`config.mk`:
```
export PLATFORM = sky130hd
export DESIGN_NAME = thcq_front
export DESIGN_NICKNAME = d
export VERILOG_FILES = /design/src/design/thcq_pkg.sv /design/src/design/thcq_front.sv
export SDC_FILE = /design/constraint.sdc
export NUM_CORES = 1
export LEC_CHECK = 0
export BUFFER_PORTS_ARGS = -buffer_cell sky130_fd_sc_hd__buf_2
export CORE_ASPECT_RATIO = 1.4
export CORE_UTILIZATION = 25
export DETAILED_ROUTE_END_ITERATION = 7
export PLACE_DENSITY = 0.5
export SLEW_MARGIN = 15
export SYNTH_ARGS = -nofsm -noshare
export SYNTH_HDL_FRONTEND = slang
export SYNTH_SLANG_ARGS = --single-unit
```
`constraint.sdc`:
```
create_clock -name clock -period 5.6 [get_ports clock]
set_clock_uncertainty 0.05 [all_clocks]
set_input_delay 0.28 -clock clock [delete_from_list [all_inputs] [get_ports clock]]
set_output_delay 0.28 -clock clock [all_outputs]
set_load 0.05 [all_outputs]
```
`src/design/thcq_pkg.sv`:
```
// shared types and codes for the two-hop connection query block
package thcq_pkg;

   localparam int NODE_W = 6;
   localparam int SLOT_W = 4;
   localparam int DEG_W  = 5;
   localparam int OP_W   = 2;
   localparam int ANS_W  = 2;
   localparam int KIND_W = 2;

   // request operation codes
   localparam logic [OP_W-1:0] OP_SET_COUNT  = 2'd0;
   localparam logic [OP_W-1:0] OP_WRITE_SLOT = 2'd1;
   localparam logic [OP_W-1:0] OP_QUERY      = 2'd2;

   // answer codes
   localparam logic [ANS_W-1:0] ANS_DIRECT     = 2'd0;
   localparam logic [ANS_W-1:0] ANS_ONE_CHANGE = 2'd1;
   localparam logic [ANS_W-1:0] ANS_NONE       = 2'd2;

   // command kinds after classification
   localparam logic [KIND_W-1:0] KIND_SET   = 2'd0;
   localparam logic [KIND_W-1:0] KIND_WRITE = 2'd1;
   localparam logic [KIND_W-1:0] KIND_QUERY = 2'd2;
   localparam logic [KIND_W-1:0] KIND_MISS  = 2'd3;

   typedef struct packed {
      logic [KIND_W-1:0] kind;
      logic [NODE_W-1:0] node;
      logic [NODE_W-1:0] other;
      logic [SLOT_W-1:0] slot;
      logic [DEG_W-1:0]  count;
   } cmd_type;

   typedef struct packed {
      logic    valid;
      cmd_type cmd;
   } head_type;

endpackage

```
`src/design/thcq_front.sv`:
```
// request classification and two-entry command queue
module thcq_front import thcq_pkg::*; #(
   parameter int MAX_NODES  = 64,
   parameter int MAX_DEGREE = 16
) (
   input  logic              clock,
   input  logic              reset,
   input  logic              start,
   output logic              busy,
   input  logic [OP_W-1:0]   req_operation,
   input  logic [NODE_W-1:0] req_first_node,
   input  logic [NODE_W-1:0] req_second_node,
   input  logic [SLOT_W-1:0] req_slot,
   input  logic [DEG_W-1:0]  req_neighbor_count,
   input  logic              back_clearing,
   input  logic              pop,
   output head_type          head,
   output logic [1:0]        q_count
);

   cmd_type    q_ff [2];
   logic       rd_ptr_ff, rd_ptr_in;
   logic       wr_ptr_ff, wr_ptr_in;
   logic [1:0] count_ff, count_in;

   cmd_type cls;
   logic    keep;
   logic    node_ok;
   logic    push;

   always_comb begin
      node_ok   = 32'(req_first_node) < MAX_NODES;
      cls.node  = req_first_node;
      cls.other = req_second_node;
      cls.slot  = req_slot;
      // saturate degree at row length
      cls.count = (32'(req_neighbor_count) > MAX_DEGREE) ? DEG_W'(MAX_DEGREE)
                                                           : req_neighbor_count;
      cls.kind  = KIND_MISS;
      keep      = 1'b0;
      case (req_operation)
         OP_SET_COUNT: begin
            cls.kind = KIND_SET;
            keep     = node_ok;
         end
         OP_WRITE_SLOT: begin
            cls.kind = KIND_WRITE;
            keep     = node_ok && (32'(req_slot) < MAX_DEGREE);
         end
         OP_QUERY: begin
            cls.kind = node_ok ? KIND_QUERY : KIND_MISS;
            keep     = 1'b1;
         end
         default: begin
            keep = 1'b0;
         end
      endcase
   end

   assign busy = (count_ff == 2'd2) || back_clearing;
   assign push = start && !busy && keep;

   always_comb begin
      rd_ptr_in = rd_ptr_ff;
      wr_ptr_in = wr_ptr_ff;
      count_in  = count_ff;
      if (push) begin
         wr_ptr_in = !wr_ptr_ff;
      end
      if (pop) begin
         rd_ptr_in = !rd_ptr_ff;
      end
      if (push && !pop) begin
         count_in = count_ff + 2'd1;
      end else if (pop && !push) begin
         count_in = count_ff - 2'd1;
      end
   end

   always_ff @(posedge clock) begin
      if (reset) begin
         rd_ptr_ff <= 1'b0;
         wr_ptr_ff <= 1'b0;
         count_ff  <= 2'd0;
      end else begin
         rd_ptr_ff <= rd_ptr_in;
         wr_ptr_ff <= wr_ptr_in;
         count_ff  <= count_in;
      end
   end

   always_ff @(posedge clock) begin
      if (push) begin
         q_ff[wr_ptr_ff] <= cls;
      end
   end

   assign head.valid = count_ff != 2'd0;
   assign head.cmd   = q_ff[rd_ptr_ff];
   assign q_count    = count_ff;

endmodule

```
==> results of run 1 <==
[layout by cell type (no fill, tap or decap)]
master      n
o21ai_0     1
dfxtp_1     5
clkbuf_1    2
or3_1       1
buf_4       1
clkbuf_8    5
and2_1      1
buf_2      54
mux2_2     23
ha_1        1
inv_1       1
clkbuf_16   1
xnor2_1     1
mux2_1      1
nor2b_1     5
xor2_1      2
nor3_2      1
a21oi_1     1
nor3b_4     1
nand2b_1    2
nor2_1      4
a21bo_2     1
or2_2       1
edfxtp_1   46
[metrics by stage]
step	instances	hold WS (ns)	utilization (%)	total power (uW)	worst slack, ns
after floorplan	104	0.2991	-	566.9	2.162
after global placement	251	0.4216	31.32	603.0	3.445
after detailed placement	251	0.4214	31.32	607.3	3.348
after CTS	259	0.1084	32.69	831.3	3.238
after global routing	259	0.09939	32.69	854.6	3.162
final	259	0.1223	32.69	819.9	3.311
[sequential cells by signal (all words and copies together), names as in the netlist, named ones only]
| name | flops |
|---|---|
| q_count | 2 |
| q_ff | 46 |
| rd_ptr_ff | 1 |
| wr_ptr_ff | 1 |
[path summary, 6_finish.rpt]
kind,startpoint,to
max,flip-flop,head[3]
min,req_first_node[5],q_ff[1][20]$_DFFE_PP_
min reg2reg,rd_ptr_ff$_SDFFE_PP0P_,flip-flop
max reg2reg,q_count[0]$_SDFFE_PP0P_,q_ff[1][19]$_DFFE_PP_
[metal layers]
metal	global-route usage (%)	wire length (um)	up-vias
met2	17.31	1912	38
li1	-	-	497
met4	4.121	55	0
met5	0	0	-
met3	2.661	186	7
met1	8.086	1246	521
[where the power goes]
part / internal (uW) / switching (uW)
clock network: 116 / 108
logic: 46.9 / 104
registers: 433 / 12.9
[cell type report]
cell class                 instances  area (um^2)  area share, %
sequential                        51         1481          61.19
multi-input combinational         47        435.4          17.98
timing repair buffer              55        277.8          11.47
tap                               97        121.4          5.013
clock buffer                       8        101.3          4.186
inverter                           1        3.754         0.1550
[cells by family after synthesis]
| kind of cell | count (synthesis) | synth area share, % |
|---|---|---|
| simple gates | 16 | 5.233 |
| flops | 51 | 76.49 |
| fa+ha+maj | 1 | 0.6459 |
| xor+xnor | 3 | 1.357 |
| compound gates | 3 | 1.033 |
| buf+inv | 6 | 1.292 |
| mux | 24 | 13.95 |
[worst max-delay path: stages, from the launching register on]
cell     delay [ns]
dfxtp_1        1.01
mux2_2         0.43
buf_2          0.21
==> results by stage, run 1 <==
Run status:
- The run finished with clean final reports.

Placed design:
- The final HPWL from detailed placement is roughly 2400 um.
- The placed cell area is roughly 2300 um^2.
- The number of I/O port buffers is 54.
- The placer congestion estimate is roughly 0.67.

Clock network:
- Clock tree synthesis found a total of 51 sinks.
- The number of buffers created by CTS is 5.
- The later pin in the worst-skew pair is clocked with a latency of 0.29 ns.
- The number of buffers inserted to repair setup after CTS is 0.
- The H-tree level count is 2.
- The number of instances resized during post-cts repair is 0.
- Hold repair after CTS inserted 0 buffers.
- TritonCTS built the clock tree.
- The clock input transition at the sequential cells of the worst setup and hold paths is around 0.08 ns.
- The root cell of the clock tree is clkbuf_8.
- The number of buffers on the longest clock path is 2.

Final layout:
- The area overhead of the layout relative to synthesis is 25.00%.
- The count of fill cells added during filler insertion is 759.
- 0 antenna diodes ended up in the layout.
- The layout cell share with drive strength beyond 1 is 54.32%.
- The post-route standard cell area excluding fillers is about 2400 um^2.
- The net count of the finished layout is 190.

STA:
- Timing would allow up to 0.4369 GHz.
- Summed over all failing endpoints, the final setup total negative slack is 0 ns.
- Setup repair after global routing left no endpoint under its margin.
- The final number of max-transition violations was 0.
- For the finished layout, the period the worst path requires is 2.289 ns.
- The total setup violations reported at the end of the flow is 0.
- The worst pin sits at a relative slew slack of 24.80%.
- The final hold violation count is 0.
- Dividing the final minimum period by the clock period gives between 40% and 50%.
- The slew at the pin closest to its max-slew limit is 1.128 ns.

Synthesis:
- The sequential element share of the synthesized area is 76.49%.
- The most used flip-flop cell after synthesis is edfxtp_1.
- In the synthesized netlist, the cells that appear most often are edfxtp_1 (46), mux2_2 (23), dfxtp_1 (5), nor2b_1 (5), nor2_1 (4).
- By area the synthesized netlist is led by edfxtp_1 (71%), mux2_2 (13%), dfxtp_1 (5.2%), nor2b_1 (1.6%), nor3b_4 (0.97%).
- The biggest area contributor in the post-synthesis netlist is edfxtp_1.
- After synthesis the cells add up to 1937 um^2.
- The top-area cell type share of the netlist area is 71.32%.
- The average cell area after synthesis is 18.62 um^2.
- The count of mapped cells out of synthesis is 104.
- Yosys instantiated no cell more often than edfxtp_1.
- The number of enable-type register cells in the synthesized netlist is between 40 and 50.
- The Yosys step of the flow raised 0 warnings.
- The proportion of synthesized flip-flops having asynchronous set or reset is 0%.
- The synthesized netlist net count is 133.
- The count of different cell masters after synthesis is 21.
- In this run, synthesis produced a sequential element count of 51.

Critical path:
- The worst endpoint data arrival time is just under 2 ns.
- STA classifies the critical path endpoint as an output port.
- The worst register-to-register path has a setup slack of between 3 and 4 ns.
- In this run the worst path has a maximum fanout of 23.
- By startpoint and endpoint, the worst setup path is classified as flip-flop to output port.
- The worst register-to-register path has a depth of 3.
- The worst setup path is launched from a flip-flop.
- The required time reported for the critical path endpoint is approximately 5.3 ns.

Worst hold path:
- Counting instances, the worst hold path has a depth of 1.
- The class of the most critical hold timing path is input pin to flip-flop.

Floorplanning:
- The boundary pin count is 55.
- Once the floorplan was initialized, standard cells occupied between 20% and 30% of the core.
- The floorplan die height is 106.1 um.
- The chip width is between 70 and 80 um.
- The die covers between 8000 and 9000 um^2.
- The number of standard-cell rows in the floorplan is 37.
- The area of the placeable core is 7407 um^2.

Flow run:
- The max-cap check violation count is 0.

Pwr:
- The leakage component of the power is 0.0009011 uW.
- Across the VDD grid, the largest voltage drop is 233.4 uV.
- The power per standard cell area is roughly 340 nW/um^2.

Drt:
- The total length of routed wires is between 3000 and 4000 um.
- In this run, the number of DRC markers left after iteration 0 of detailed routing was 25.
- The total number of vias is about 1,100.
- For this run, design rule violations remaining after detail routing come to 0.
- The ratio of routed vias to standard cells is 4.104.
- The pre-antenna-repair detailed-routing pass consisted of 4 iterations.
- The number of nets with antenna violations after detailed routing is 0.
- The final routed wire length divided by cell count is 13.13 um.

Global route:
- The largest net degree at the start of global routing is 24.
- The initial antenna violation count is 0.
- The global routing usage summed across all routing layers is 8.809%.
- The first global-routing pass estimated 5423 um of wire.
- The number of global-route vias before repair is 1,194.
- Summed over all layers, the global routing overflow is 0.
Note: power is estimated with default switching activity, not from simulation.
==> run 2: changes to the inputs <==
--- a/config.mk
+++ b/config.mk
@@ -5,6 +5,7 @@
 export SDC_FILE = /design/constraint.sdc
 export NUM_CORES = 1
 export LEC_CHECK = 0
+export ABC_AREA = 1
 export BUFFER_PORTS_ARGS = -buffer_cell sky130_fd_sc_hd__buf_2
 export CORE_ASPECT_RATIO = 1.4
 export CORE_UTILIZATION = 25
==> constraint.sdc (replaced) <==
create_clock -name clock -period 2.11 [get_ports clock]
set_clock_uncertainty 0.05 [all_clocks]
set_input_delay 0.1055 -clock clock [delete_from_list [all_inputs] [get_ports clock]]
set_output_delay 0.1055 -clock clock [all_outputs]
set_load 0.05 [all_outputs]
==> run 2 against run 1 <==
  * Clock power grew to 3.0 times the previous value
  * Via count grew 11%
  * Combinational power grew to 2.8 times the previous value
  * Cell area grew 11%
  * Die area grew 1.3%
  * Critical endpoint is now head[0]
  * Critical path type unchanged
==> results by stage, run 2 <==
Drt:
- The total number of vias is 1,182 (+11%).
- The number of nets with antenna violations after detailed routing is 0 (unchanged).
- The number of iterations in the first detailed-routing pass was 3 (-1).
- The final routed wire length divided by cell count is 12.33 um (-6.1%).
- The number of violations reported at the end of detailed-routing iteration 0 is 28 (+12%).
- The total length of routed wires was 3662 um (+7.7%).
- The detailed-route DRC error count is 0 (unchanged).
- The ratio of routed vias to standard cells is 3.980 (-3.0%).

Pwr:
- The leakage component of the power is 0.001044 uW (+16%).
- The clock group share of total power is 29.7% (+2.4 points).
- The switching power share of the total is 27.33% (-0.060 points).
- The net switching power of the design is 617.3 uW (+170%).
- The power per standard cell area came to 840.3 nW/um^2 (+150%).
- The design internal power was 1641 uW (+180%).
- The part of the total power dissipated in sequential elements is 51.4% (-2.9 points).
- The worst supply voltage drop on vdd is 362.1 uV (+55%).
- The proportion of power drawn by combinational gates came to 18.8% (+0.4 points).

Clock network:
- The clock tree from TritonCTS is done.
- The number of buffers created by CTS was 5 (unchanged).
- The root cell of the clock tree is clkbuf_8.
- The number of buffers on the longest clock path came to 2 (unchanged).
- The H-tree level count is 2 (unchanged).
- The clock sink total is 51 (unchanged).
- The clock latency at the later pin of the worst-skew pair came to 0.30 ns (about the same).
- The clock input transition at the sequential cells of the worst setup and hold paths came to 0.09 ns (about the same).
- The number of instances resized during post-cts repair is 0 (unchanged).

Final layout:
- The most frequent standard cell in the layout excluding fill and tap cells is buf_2.
- The flip-flop count of the largest register, all copies and words added came to 46 (unchanged).
- The final layout net count was 228 (+20%).
- The area overhead of the layout relative to synthesis is 36.90%.
- The count of fill cells added during filler insertion is 728 (-4.1%).
- The layout cell share with drive strength beyond 1 was 46.00% (-8.3 points).
- The final antenna diode count is 0 (unchanged).
- q_ff holds more flip-flops than any other register.
- In the layout the commonest cells are buf_2 (54), edfxtp_1 (46), mux2_2 (23), dlygate4sd3_1 (20), nand2_1 (10).

Synthesis:
- The combined area of all synthesized cells came to 1963 um^2 (+1.4%).
- The number of enable-type register cells in the synthesized netlist was 46 (unchanged).
- The count of mapped cells out of synthesis is 119 (+14%).
- The flip-flop and latch count after synthesis came to 51 (unchanged).
- Sorting the synthesized cells by how often they occur yields edfxtp_1 (46), mux2_2 (23), nand2_1 (10).
- The synthesized design spends more area on one cell type than any other, namely edfxtp_1.
- The proportion of synthesized flip-flops having asynchronous set or reset is 0% (unchanged).
- The top-area cell type share of the netlist area is 70.36% (-0.95 points).
- The top flip-flop cell by instance count after synthesis is edfxtp_1.
- The count of different cell masters after synthesis is 18 (-14%).
- The synthesized netlist net count came to 148 (+11%).
- The average cell area after synthesis was 16.50 um^2 (-11%).
- Ranked by total cell area, the synthesized netlist is headed by edfxtp_1 (70%), mux2_2 (13%), dfxtp_1 (5.1%), nand2_1 (1.9%), inv_1 (1.5%).
- In the post-synthesis netlist, the cell with the most instances is edfxtp_1.
- The sequential element share of the synthesized area came to 75.46% (-1.0 points).
- The total number of yosys warnings is 0 (unchanged).

Floorplanning:
- The boundary pin count was 55 (unchanged).
- The total die area was 8216 um^2 (+1.3%).
- The number of standard-cell rows in the floorplan is 37 (unchanged).
- The floorplan die height is 106.9 um (+0.66%).
- The effective utilization at floorplan is 26.34% (+0.19 points).
- The area of the placeable core is 7453 um^2 (+0.63%).
- The chip width is 76.89 um (+0.65%).

Placed design:
- The placer congestion estimate is 0.7549 (+13%).
- The final HPWL from detailed placement came to 2562 um (+5.4%).
- The number of I/O port buffers is 54 (unchanged).
- The pre-CTS setup slack is 0.4927 ns (-2.855 ns).

STA:
- The share of the clock period used by the worst path is between 80 and 90%.
- The maximum clock frequency is 0.5605 GHz.
- Setup repair after global routing left no endpoint under its margin.
- The final-layout setup total negative slack is 0 ns (unchanged).
- The worst slew slack as a fraction of its limit is 75.58% (+51 points).
- The post-layout minimum cycle time is 1.784 ns.
- The final hold violation count came to 0 (unchanged).
- The least setup slack across all paths after layout is 0.3260 ns (-2.985 ns).
- The final number of max-transition violations was 0 (unchanged).
- The total setup violations reported at the end of the flow is 0 (unchanged).
- The slew at the pin closest to its max-slew limit is 0.3658 ns (-0.7622 ns).

Global route:
- The global routing usage on met1 is 10.13% (+2.0 points).
- The largest net degree at the start of global routing was 18 (-25%).
- The global routing usage summed across all routing layers is 9.656% (+0.85 points).
- The global-route wire length before repair was 5865 um (+8.2%).
- The leftover overflow at the end of global routing came to 0 (unchanged).
- The global-route met2 utilization came to 17.54% (+0.23 points).
- The initial antenna violation count is 0 (unchanged).
- The most used routing layer is met2.
- The global-route met3 utilization is 2.553% (-0.11 points).
- The number of global-route vias before repair is 1,263 (+5.8%).

Flow run:
- The max-cap check violation count is 0 (unchanged).

Critical path:
- The critical-path maximum fanout is 17 (-26%).
- The number of cells traversed by the worst register-to-register path is 5 (+2).
- The setup path with the least slack is of type flip-flop to output port.
- STA classifies the critical path startpoint as a flip-flop.
- The required time reported for the critical path endpoint is 1.95 ns (-3.32 ns).
- The worst endpoint data arrival time came to 1.63 ns (-0.33 ns).
- The kind of end point of the critical path is an output port.

Worst hold path:
- The cell depth of the worst hold path is 3 (+2).
- The worst hold path belongs to the class input pin to flip-flop.

Run status:
- The flow ran to the end, and the final reports show no timing, DRC or antenna violations.
run 2: changes by cell type in the layout (fill, tap and decap cells not counted), moves of 2 or more:
cell and delta:
dlygate4sd3_1 +20, a21boi_0 +3, xor2_1 -2, nor2b_1 -5, nor2_1 +4, clkbuf_1 -2, buf_4 +2, inv_1 +7
nand2_1 +10, nand2b_1 -2
run 2: area by class of cell:
class,instances,area (um^2),share of cell area [%]
flip-flops and latches,51,1483,55.17
repair buffers,78,513.0,19.09
multi-input cells,54,425.4,15.83
well taps,97,121.4,4.516
clock buffers,5,68.82,2.561
clock inverters,3,42.54,1.583
inverters,9,33.78,1.257
run 2: power by group through the flow:
stage / registers (uW) / clock network [uW] / logic (uW)
after CTS: 1160 / 700 / 431
after global routing: 1170 / 740 / 452
final: 1160 / 672 / 426
after floorplan: 1200 / 0 / 282
after detailed placement: 1190 / 0 / 403
after global placement: 1180 / 0 / 403
run 2: per-stage QoR:
step           util, %  hold slack, ns  area, um^2  total power, uW  std cells
6_report         36.06         0.02959        2688             2258        297
5_1_grt          36.06         0.04221        2688             2360        297
4_1_cts          35.92         0.01258        2678             2293        296
3_5_place_dp     31.88          0.2543        2376             1588        269
3_3_place_gp     31.88          0.2500        2376             1587        269
2_1_floorplan        -          0.1279        1976             1480        119
run 2: layer usage:
metal  wire length [um]  up-vias
met1               1463      557
met5                  0        -
met4                 71        0
li1                   -      585
met2               1978       34
met3                148        6
run 2: worst max-delay path: stages (launching register included):
cell and delay [ns]:
dfxtp_1 0.55, buf_12 0.21, mux2_2 0.36, buf_2 0.22
run 2: logic make-up after synthesis:
kind of cell	Yosys count	synth area share, %
simple gates	23	4.908
fa+ha+maj	1	0.6372
mux	23	13.19
compound gates	6	1.912
buf+inv	14	3.441
xor+xnor	1	0.4462
flops	51	75.46
run 2: path summary, 6_finish.rpt:
check	start	endpoint	slack (ns)
worst max-delay path	flip-flop	head[0]	0.33
worst min-delay path	pop	rd_ptr_ff$_SDFFE_PP0P_	0.03
worst max register to register	q_count[0]$_SDFFE_PP0P_	q_ff[1][6]$_DFFE_PP_	0.51
worst min register to register	q_count[0]$_SDFFE_PP0P_	q_count[0]$_SDFFE_PP0P_	0.47
run 2: what timing repair did:
action                    4_1_cts  5_1_grt
hold buffers                   19        1
buffers inserted                0        0
hold endpoints to repair       38        2
==> run 3: changes to the inputs <==
--- a/config.mk
+++ b/config.mk
@@ -5,12 +5,12 @@
 export SDC_FILE = /design/constraint.sdc
 export NUM_CORES = 1
 export LEC_CHECK = 0
-export ABC_AREA = 1
+export ABC_AREA = 0
 export BUFFER_PORTS_ARGS = -buffer_cell sky130_fd_sc_hd__buf_2
 export CORE_ASPECT_RATIO = 1.4
 export CORE_UTILIZATION = 25
 export DETAILED_ROUTE_END_ITERATION = 7
-export PLACE_DENSITY = 0.5
+export PLACE_DENSITY = 0.52
 export SLEW_MARGIN = 15
 export SYNTH_ARGS = -nofsm -noshare
 export SYNTH_HDL_FRONTEND = slang
==> constraint.sdc (replaced) <==
create_clock -name clock -period 1.59 [get_ports clock]
set_clock_uncertainty 0.05 [all_clocks]
set_input_delay 0.0795 -clock clock [delete_from_list [all_inputs] [get_ports clock]]
set_output_delay 0.0795 -clock clock [all_outputs]
set_load 0.05 [all_outputs]
==> run 3 against run 2 <==
  * Global-route usage shrank 0.13 points
  * Hold slack lost 0.016 ns
  * Non-clock buffer count grew 4
  * Power grew 30%
  * Count of clock-buffer cells in the layout is the same
  * Cell count shrank 4.0%
  * Clock power grew 2%
  * Critical path type is now flip-flop to flip-flop
  * Setup slack lost 0.30 ns
  * Critical path depth grew 3
  * Cell area grew 3.6%
  * Combinational power grew 62%
  * First-iteration DRC count shrank 25%
==> results by stage, run 3 (synthesized netlist as in run 1, its figures left out) <==
Run status:
- The flow ran to the end, and the final reports show no timing, DRC or antenna violations.

Drt:
- The total length of routed wires is 3789 um (+3.5%).
- The ratio of routed vias to standard cells is 4.070 (+2.3%).
- The number of iterations in the first detailed-routing pass is 4 (+1).
- The number of violations reported at the end of detailed-routing iteration 0 is 21 (-25%).
- The number of nets with antenna violations after detailed routing is 0 (unchanged).
- The detailed-route DRC error count is 0 (unchanged).
- The final routed wire length divided by cell count is 13.29 um (+7.8%).
- The total number of vias is 1,160 (-1.9%).

Global route:
- The leftover overflow at the end of global routing is 0 (unchanged).
- The number of global-route vias before repair was 1,215 (-3.8%).
- The initial antenna violation count came to 0 (unchanged).
- The global-route wire length before repair was 5706 um (-2.7%).
- The largest net degree at the start of global routing is 24 (+6).
- The global routing usage summed across all routing layers is 9.527% (-0.13 points).

Placed design:
- The number of I/O port buffers came to 54 (unchanged).
- The placer congestion estimate came to 0.5814 (-23%).
- The final HPWL from detailed placement was 2477 um (-3.3%).
- The pre-CTS setup slack is 0.03789 ns (-0.4548 ns).
- The placed cell area is 2386 um^2 (+0.42%).

STA:
- The final-layout setup total negative slack is 0 ns (unchanged).
- The worst hold-check slack is 0.01394 ns (-0.01565 ns).
- The slew at the pin closest to its max-slew limit is 0.3465 ns (-0.01922 ns).
- The worst slew slack as a fraction of its limit is 76.90% (+1.3 points).
- Derived from the worst setup path, the maximum achievable clock frequency is 0.6396 GHz.
- The final hold violation count is 0 (unchanged).
- Setup repair after global routing could not meet its margin everywhere.
- The total setup violations reported at the end of the flow is 0 (unchanged).
- The final number of max-transition violations is 0 (unchanged).
- The least setup slack across all paths after layout was 0.02653 ns (-0.2995 ns).
- The share of the clock period used by the worst path is 98.33%.
- The post-layout minimum cycle time is 1.563 ns.

Pwr:
- The clock group share of total power came to 23.4% (-6.3 points).
- The power per standard cell area is 1051 nW/um^2 (+25%).
- The net switching power of the design is 831.8 uW (+35%).
- The proportion of power drawn by combinational gates was 23.5% (+4.7 points).
- The leakage component of the power came to 0.001054 uW (+0.99%).
- The sum of internal, switching and leakage power is 2928 uW (+30%).
- The switching power share of the total is 28.40% (+1.1 points).
- The part of the total power dissipated in sequential elements is 53.1% (+1.7 points).
- The design internal power is 2097 uW (+28%).
- The worst supply voltage drop on vdd is 713.7 uV (+97%).

Floorplanning:
- The area of the placeable core was 7407 um^2 (-0.62%).
- The number of standard-cell rows in the floorplan came to 37 (unchanged).
- The boundary pin count is 55 (unchanged).
- The floorplan die height was 106.1 um (-0.66%).
- The chip width is 76.39 um (-0.65%).
- The total die area came to 8108 um^2 (-1.3%).
- The effective utilization at floorplan is 26.15% (-0.19 points).

Final layout:
- The count of fill cells added during filler insertion is 722 (-0.82%).
- The library cells used most frequently in the layout, excluding fill and tap cells, are edfxtp_1 (46), buf_2 (43), mux2_2 (23), dlygate4sd3_1 (20), buf_6 (10).
- More flip-flops sit in one register than any other, and that register is q_ff.
- The flip-flop count of the largest register, all copies and words added came to 46 (unchanged).
- The final antenna diode count is 0 (unchanged).
- The post-route standard cell area excluding fillers is 2785 um^2 (+3.6%).
- The final layout net count is 217 (-4.8%).
- Relative to the synthesized area, the layout overhead comes to 43.80%.
- The layout cell share with drive strength beyond 1 was 54.26% (+8.3 points).
- The library cell used most frequently in the layout, excluding fill and tap cells, is edfxtp_1.

Critical path:
- The critical-path maximum fanout is 3 (-14).
- The worst setup path is of the flip-flop to flip-flop kind.
- The required time reported for the critical path endpoint is 1.77 ns (-0.18 ns).
- The worst endpoint data arrival time is 1.74 ns (+0.11 ns).
- The kind of end point of the critical path is a flip-flop.
- The type of origin of the critical path is a flip-flop.

Clock network:
- The clock tree from TritonCTS is done.
- The number of buffers on the longest clock path is 2 (unchanged).
- The clock input transition at the sequential cells of the worst setup and hold paths is 0.08 ns (about the same).
- The root buffer cell chosen for the clock tree is clkbuf_8.
- The clock sink total is 51 (unchanged).
- The H-tree level count was 2 (unchanged).
- The clock latency at the later pin of the worst-skew pair is 0.29 ns (about the same).
- The number of buffers created by CTS came to 5 (unchanged).

Worst hold path:
- In this run the worst hold path is classified as input pin to flip-flop.

Flow run:
- The max-cap check violation count is 0 (unchanged).
-- run 3: changes by cell type in the layout (fill, tap and decap cells not counted), moves of 5 or more --
cell,previous run,this run
nand2_1,10,0
buf_6,0,10
nor2b_1,0,5
inv_1,8,1
buf_2,54,43
-- run 3: worst paths after layout --
path,from,endpoint,slack [ns],cells past startpoint
hold / removal,pop,flip-flop,0.01,3
setup reg to reg,q_count[0]$_SDFFE_PP0P_,q_count[1]$_SDFFE_PP0P_,0.03,6
hold reg to reg,rd_ptr_ff$_SDFFE_PP0P_,flip-flop,0.47,2
setup / recovery,q_count[0]$_SDFFE_PP0P_,q_count[1]$_SDFFE_PP0P_,0.03,6
-- run 3: per-stage QoR --
stage | cells | util [%]
after global placement | 254 | 32.21
after CTS | 283 | 37.33
after floorplan | 104 | -
after detailed placement | 254 | 32.21
final | 285 | 37.60
after global routing | 285 | 37.60
-- run 3: metal layers --
layer,part of all wire (%),GRT usage (%),routed length [um],vias up
li1,-,-,-,550
met1,39,9.566,1469,574
met2,55,17.82,2082,31
met3,4.3,2.489,164,5
met4,1.9,4.945,73,0
met5,0,0,0,-
-- run 3: power groups by stage --
stage / Clock, uW / Sequential (uW) / Combinational, uW
finish: 685 / 1550 / 689
global route: 766 / 1560 / 723
CTS: 720 / 1560 / 689
detailed placement: 0 / 1580 / 595
global placement: 0 / 1580 / 593
floorplan: 0 / 1610 / 404
-- run 3: what timing repair did --
action | 4_1_cts | 5_1_grt
setup endpoints to repair | 20 | 2
buffers inserted | 1 | 2
gates resized for setup | 23 | 3
hold endpoints to repair | 42 | 0
pin swaps | 0 | 3
gates cloned | 1 | 0
hold buffers | 20 | 0
-- run 3: cell type report --
cell class | instances | area, um^2 | area share [%]
Clock buffer | 5 | 68.82 | 2.471
Clock inverter | 2 | 8.758 | 0.3145
Inverter | 1 | 3.754 | 0.1348
Multi-Input combinational cell | 47 | 461.7 | 16.58
Sequential cell | 51 | 1493 | 53.59
Tap cell | 97 | 121.4 | 4.358
Timing Repair Buffer | 82 | 628.1 | 22.55
-- run 3: critical path, cell delays in order, from the launching register on --
cell and delay, ns:
dfxtp_4 0.35, nand2b_4 0.11, nor3b_4 0.21, ha_2 0.21, xor2_1 0.07, or3_1 0.36, a21oi_1 0.13
